$ cat config.mk
export PLATFORM = sky130hd
export DESIGN_NAME = uart_rb_queue
export DESIGN_NICKNAME = d
export VERILOG_FILES = /design/src/rtl/core/uart_rb_pkg.sv /design/src/rtl/core/uart_rb_queue.sv
export SDC_FILE = /design/constraint.sdc
export NUM_CORES = 1
export LEC_CHECK = 0
export ABC_AREA = 0
export BUFFER_PORTS_ARGS = -buffer_cell sky130_fd_sc_hd__buf_4
export CAP_MARGIN = 30
export CORE_UTILIZATION = 50
export DETAILED_ROUTE_END_ITERATION = 8
export PLACE_DENSITY = 0.77
export SYNTH_ARGS = -nofsm -noshare
export SYNTH_HDL_FRONTEND = slang
export SYNTH_SLANG_ARGS = --single-unit
$ cat constraint.sdc
create_clock -name clk -period 1.9 [get_ports clk]
set_input_delay 0.38 -clock clk [delete_from_list [all_inputs] [get_ports clk]]
set_output_delay 0.38 -clock clk [all_outputs]
set_load 0.005 [all_outputs]
$ cat src/rtl/core/uart_rb_pkg.sv
// shared constants, types and helpers for the uart ring buffer block
package uart_rb_pkg;

    localparam int FIFO_DEPTH  = 512;
    localparam int PTR_W       = $clog2(FIFO_DEPTH);
    localparam int CNT_W       = PTR_W + 1;
    localparam int STAT_W      = 10;
    localparam int BYTE_W      = 8;
    localparam int OP_W        = 3;
    localparam int TALLY_W     = 16;
    localparam int QUEUE_DEPTH = 2;
    localparam int QUEUE_AW    = $clog2(QUEUE_DEPTH);

    // operation codes on the request channel
    localparam logic [OP_W-1:0] OP_HOST_WRITE = 3'd0;
    localparam logic [OP_W-1:0] OP_HOST_READ  = 3'd1;
    localparam logic [OP_W-1:0] OP_TX_SLOT    = 3'd2;
    localparam logic [OP_W-1:0] OP_RX_BYTE    = 3'd3;
    localparam logic [OP_W-1:0] OP_CLEAR      = 3'd4;

    typedef enum logic [2:0] {
        KIND_WRITE,
        KIND_READ,
        KIND_TX_SLOT,
        KIND_RX_BYTE,
        KIND_CLEAR,
        KIND_NONE
    } kind_t;

    // classified request as held in the queue
    typedef struct packed {
        kind_t             kind;
        logic [BYTE_W-1:0] data;
        logic              bad;
        logic              last;
    } item_t;

    // result fields known at issue, byte filled in from the ram later
    typedef struct packed {
        logic               popped;
        logic               src_rx;
        logic               accepted;
        logic [TALLY_W-1:0] burst_count;
        logic [STAT_W-1:0]  tx_free;
        logic [STAT_W-1:0]  rx_level;
        logic               tx_pending;
        logic               rx_dropped;
    } pend_t;

    typedef struct packed {
        logic [BYTE_W-1:0]  byte_out;
        logic               byte_valid;
        logic               accepted;
        logic [TALLY_W-1:0] burst_count;
        logic [STAT_W-1:0]  tx_free;
        logic [STAT_W-1:0]  rx_level;
        logic               tx_pending;
        logic               rx_dropped;
    } result_t;

    function automatic logic [PTR_W-1:0] next_index(input logic [PTR_W-1:0] idx);
        if (idx == PTR_W'(FIFO_DEPTH - 1))
        begin
            return '0;
        end
        return idx + PTR_W'(1);
    endfunction

endpackage

$ cat src/rtl/core/uart_rb_queue.sv
// short register queue between front end and back end
module uart_rb_queue import uart_rb_pkg::*; (
    input  logic  clk,
    input  logic  rst_n,
    input  logic  push_valid,
    input  item_t push_item,
    output logic  push_ready,
    output logic  pop_valid,
    output item_t pop_item,
    input  logic  pop
);

    item_t               slot_reg [QUEUE_DEPTH];
    logic [QUEUE_AW-1:0] wr_ptr_reg, wr_ptr_next;
    logic [QUEUE_AW-1:0] rd_ptr_reg, rd_ptr_next;
    logic [QUEUE_AW:0]   cnt_reg, cnt_next;
    logic                do_push, do_pop;

    assign push_ready = cnt_reg != (QUEUE_AW+1)'(QUEUE_DEPTH);
    assign pop_valid  = cnt_reg != '0;
    assign pop_item   = slot_reg[rd_ptr_reg];
    assign do_push    = push_valid & push_ready;
    assign do_pop     = pop & pop_valid;

    always_comb
    begin
        wr_ptr_next = wr_ptr_reg;
        rd_ptr_next = rd_ptr_reg;
        if (do_push)
        begin
            wr_ptr_next = (wr_ptr_reg == QUEUE_AW'(QUEUE_DEPTH - 1)) ? '0
                                                                     : wr_ptr_reg + 1'b1;
        end
        if (do_pop)
        begin
            rd_ptr_next = (rd_ptr_reg == QUEUE_AW'(QUEUE_DEPTH - 1)) ? '0
                                                                     : rd_ptr_reg + 1'b1;
        end
        cnt_next = cnt_reg + (QUEUE_AW+1)'(do_push) - (QUEUE_AW+1)'(do_pop);
    end

    always_ff @(posedge clk or negedge rst_n)
    begin
        if (!rst_n)
        begin
            wr_ptr_reg <= '0;
            rd_ptr_reg <= '0;
            cnt_reg    <= '0;
        end
        else
        begin
            wr_ptr_reg <= wr_ptr_next;
            rd_ptr_reg <= rd_ptr_next;
            cnt_reg    <= cnt_next;
        end
    end

    always_ff @(posedge clk)
    begin
        if (do_push)
        begin
            slot_reg[wr_ptr_reg] <= push_item;
        end
    end

endmodule

==> results by group <==
STA
  – Fin Clk Skew: 6.42 ps
  – F_max: 555 MHz
  – Endpoints failing hold: 0
  – Worst Tran Pin Value: 250 ps
  – Slew Limit Headroom: 0.834
  – Min Tclk post-route: 1800 ps
  – Final setup fails: 0
  – Setup TNS Final: 0 ps
  – Fin. max-slew vios: 0
  – RSZ-0062 raised after global routing: no
  – Post-route clock period utilization: 0.948

Setup path
  – Crit path required time: 1520 ps
  – CP peak stage delay: 380 ps
  – Worst-path cell chain: buf_4 > mux2_2 > buf_4
  – Buf/Inv on CP: 2
  – Max FO, Critical Path: 13
  – WP data arrival: 1420 ps
  – Most used cell, CP: buf_4
  – Critical path class: register to primary output
  – Crit start category: register
  – Crit end category: primary output
  – Slowest cell on the critical path: dfrtp_1
  – CP top delay family: flip-flops

Synth
  – Mux contribution to synthesized area: 0.127
  – Yosys cell types: 17
  – Synth Flop Type: edfxtp_1
  – Largest area contributor in the netlist: edfxtp_1
  – Yosys reg bits: 30
  – Top-count cell post-synth: edfxtp_1
  – Post-synthesis adder-cell area fraction: 0.0108
  – Yosys warning count: 0
  – Simple-gate share of the synthesized area: 0.0423
  – Complex-gate fraction of the synthesized area: 0.0271
  – Syn avg cell area: 18.6 um2
  – Xor and xnor area share after synthesis: 0.0228
  – Post-Synthesis Cells: 62
  – Area contributors post-synth: edfxtp_1 68%, mux2_2 13%, dfrtp_1 8.7%
  – Post-synth ARST share: 0.133
  – Yosys top cell area share: 0.677
  – Synth Net Count: 80
  – Largest family of logic cells by synthesized area: multiplexers
  – Seq/Total Area, Yosys: 0.764
  – Cell Area, Synth: 1150 um2
  – Top cells by count, synth: 26 x edfxtp_1, 13 x mux2_2, 4 x dfrtp_1
  – EDFF count, synth: 26

Pwr
  – Maximum vdd ir drop: 0.983 mV
  – PD cells: 1400 nW/um2
  – Static leakage: 0.000592 uW

Floorplanning
  – DIE AREA: 2500 um2
  – Initial Utilization: 0.527
  – Ports: 32
  – Std cell rows: 17
  – Die Y: 50.0 um
  – Core area: 2190 um2
  – Die Wd: 50.0 um

Global routing
  – First-pass GRT wire length: 3.27 mm
  – Gr ovfl total: 0
  – Antenna violations before repair: 0
  – Largest net degree at the start of global routing: 14
  – Vias in the first global route: 693
  – Tot GR Track Use: 0.199

Cells and area
  – Area growth syn-to-layout: 30.5%
  – Reg area: 881 um2
  – N_diodes: 0
  – Number of flip-flops in the largest register: 26
  – Layout cell share with drive strength beyond 1: 0.519
  – Area of the multi-input gates: 265 um2
  – Finished layout cell area: 1510 um2
  – FILL cells: 154
  – Final nets: 121
  – Finished Layout Cells: 132

Clock network
  – H-tree Lvls: 2
  – CTS tree: built
  – CTS resizes: 0
  – Reg clk slew, reported paths: 90 ps
  – Root buf cell: clkbuf_4
  – Clk sinks: 30
  – Total CTS buffers: 5
  – Worst-skew pair later-pin latency: 330 ps
  – CTS max path bufs: 2

Drt
  – DRT iter0 DRCs: 13
  – TritonRoute pass-1 iters: 4
  – Antenna viol nets, final: 0
  – Final wirelength: 1.97 mm
  – DRC: 0
  – Vias: 668
  – Wire length per cell: 14.9 um
  – Vias per cell: 5.06

Placement
  – Placed wire-length estimate: 1.26 mm
  – Port bufs: 31
  – Placed cell count: 123
  – GPL Wtd Cong: 0.742
  – Post-Place Cell Area: 1440 um2

Job
  – Number of max-capacitance violations reported: 0

Hold path
  – Hold/Removal Path Class: input pin to register

Outcome
  – Status: completed
per-stage QoR:
stage / util / worst slack [ps] / hold slack, ps / power (uW)
finish: 0.687 / 99.7 / 229 / 2100
detailed placement: 0.656 / 441 / 183 / 1730
global route: 0.687 / 30.3 / 199 / 2240
floorplan: - / 288 / 84.4 / 1380
CTS: 0.687 / 76.4 / 222 / 2130
global placement: 0.656 / 462 / 179 / 1710
final cells by class:
| cell class | count | share of cell area |
|---|---|---|
| clock buffer | 6 | 0.0341 |
| clock inverter | 2 | 0.00499 |
| multi-input combinational | 31 | 0.176 |
| sequential | 30 | 0.585 |
| tap | 28 | 0.0233 |
| timing repair buffer | 35 | 0.176 |
cell families (layout without fill, tap and decap cells):
logic type / after synthesis / in the layout
DFF: 30 / 30
adders and majority gates: 1 / 1
xor gates and xnor gates: 3 / 3
and+or+nand+nor: 10 / 10
AOI/OAI and AO/OA: 4 / 4
muxes: 13 / 13
buffers and inverters: 1 / 43
report_power, final:
group	internal [uW]	total (uW)	leakage, uW	switching [uW]
clock network	172	380	0.0000333	208
registers	911	993	0.000289	82.0
logic	427	728	0.000270	301
worst paths after layout:
path	startpoint	to	slack (ps)	cells past startpoint
worst max-delay path	rd_ptr_reg$_DFFE_PN0P_	pop_item[8]	100	3
worst min register to register	rd_ptr_reg$_DFFE_PN0P_	rd_ptr_reg$_DFFE_PN0P_	490	1
min in group asynchronous	rst_n	cnt_reg[0]$_DFF_PN0_	380	2
max in group asynchronous	rst_n	cnt_reg[1]$_DFF_PN0_	1410	2
worst max register to register	cnt_reg[0]$_DFF_PN0_	slot_reg[0][9]$_DFFE_PP_	540	4
worst min-delay path	push_item[1]	slot_reg[1][1]$_DFFE_PP_	230	1
per-layer routing:
metal,vias to the layer above,part of all wire,GRT usage
met5,-,0,0
li1,318,-,-
met4,0,0.021,0.100
met3,6,0.058,0.102
met2,23,0.53,0.313
met1,321,0.39,0.217
cell usage in the layout (no fill, tap or decap):
cell type and count:
clkbuf_4 5, buf_4 34, o21ai_0 1, nand3_1 1, dlygate4sd3_1 1, a21bo_1 1, nor2b_1 1, nand2b_1 1
ha_1 1, dfrtp_1 4, xnor2_1 3, nand2_1 2, nor2_1 3, and3_1 1, or2_2 1, a32oi_1 1
a211oi_1 1, clkinv_1 2, mux2_2 13, edfxtp_1 26, clkbuf_8 1
repair_timing:
| item | CTS | global route |
|---|---|---|
| hold buffers | 1 | 0 |
| endpoints found under the hold margin | 4 | 0 |
| setup buffers | 0 | 0 |
Power figures use the tool's default switching activity.
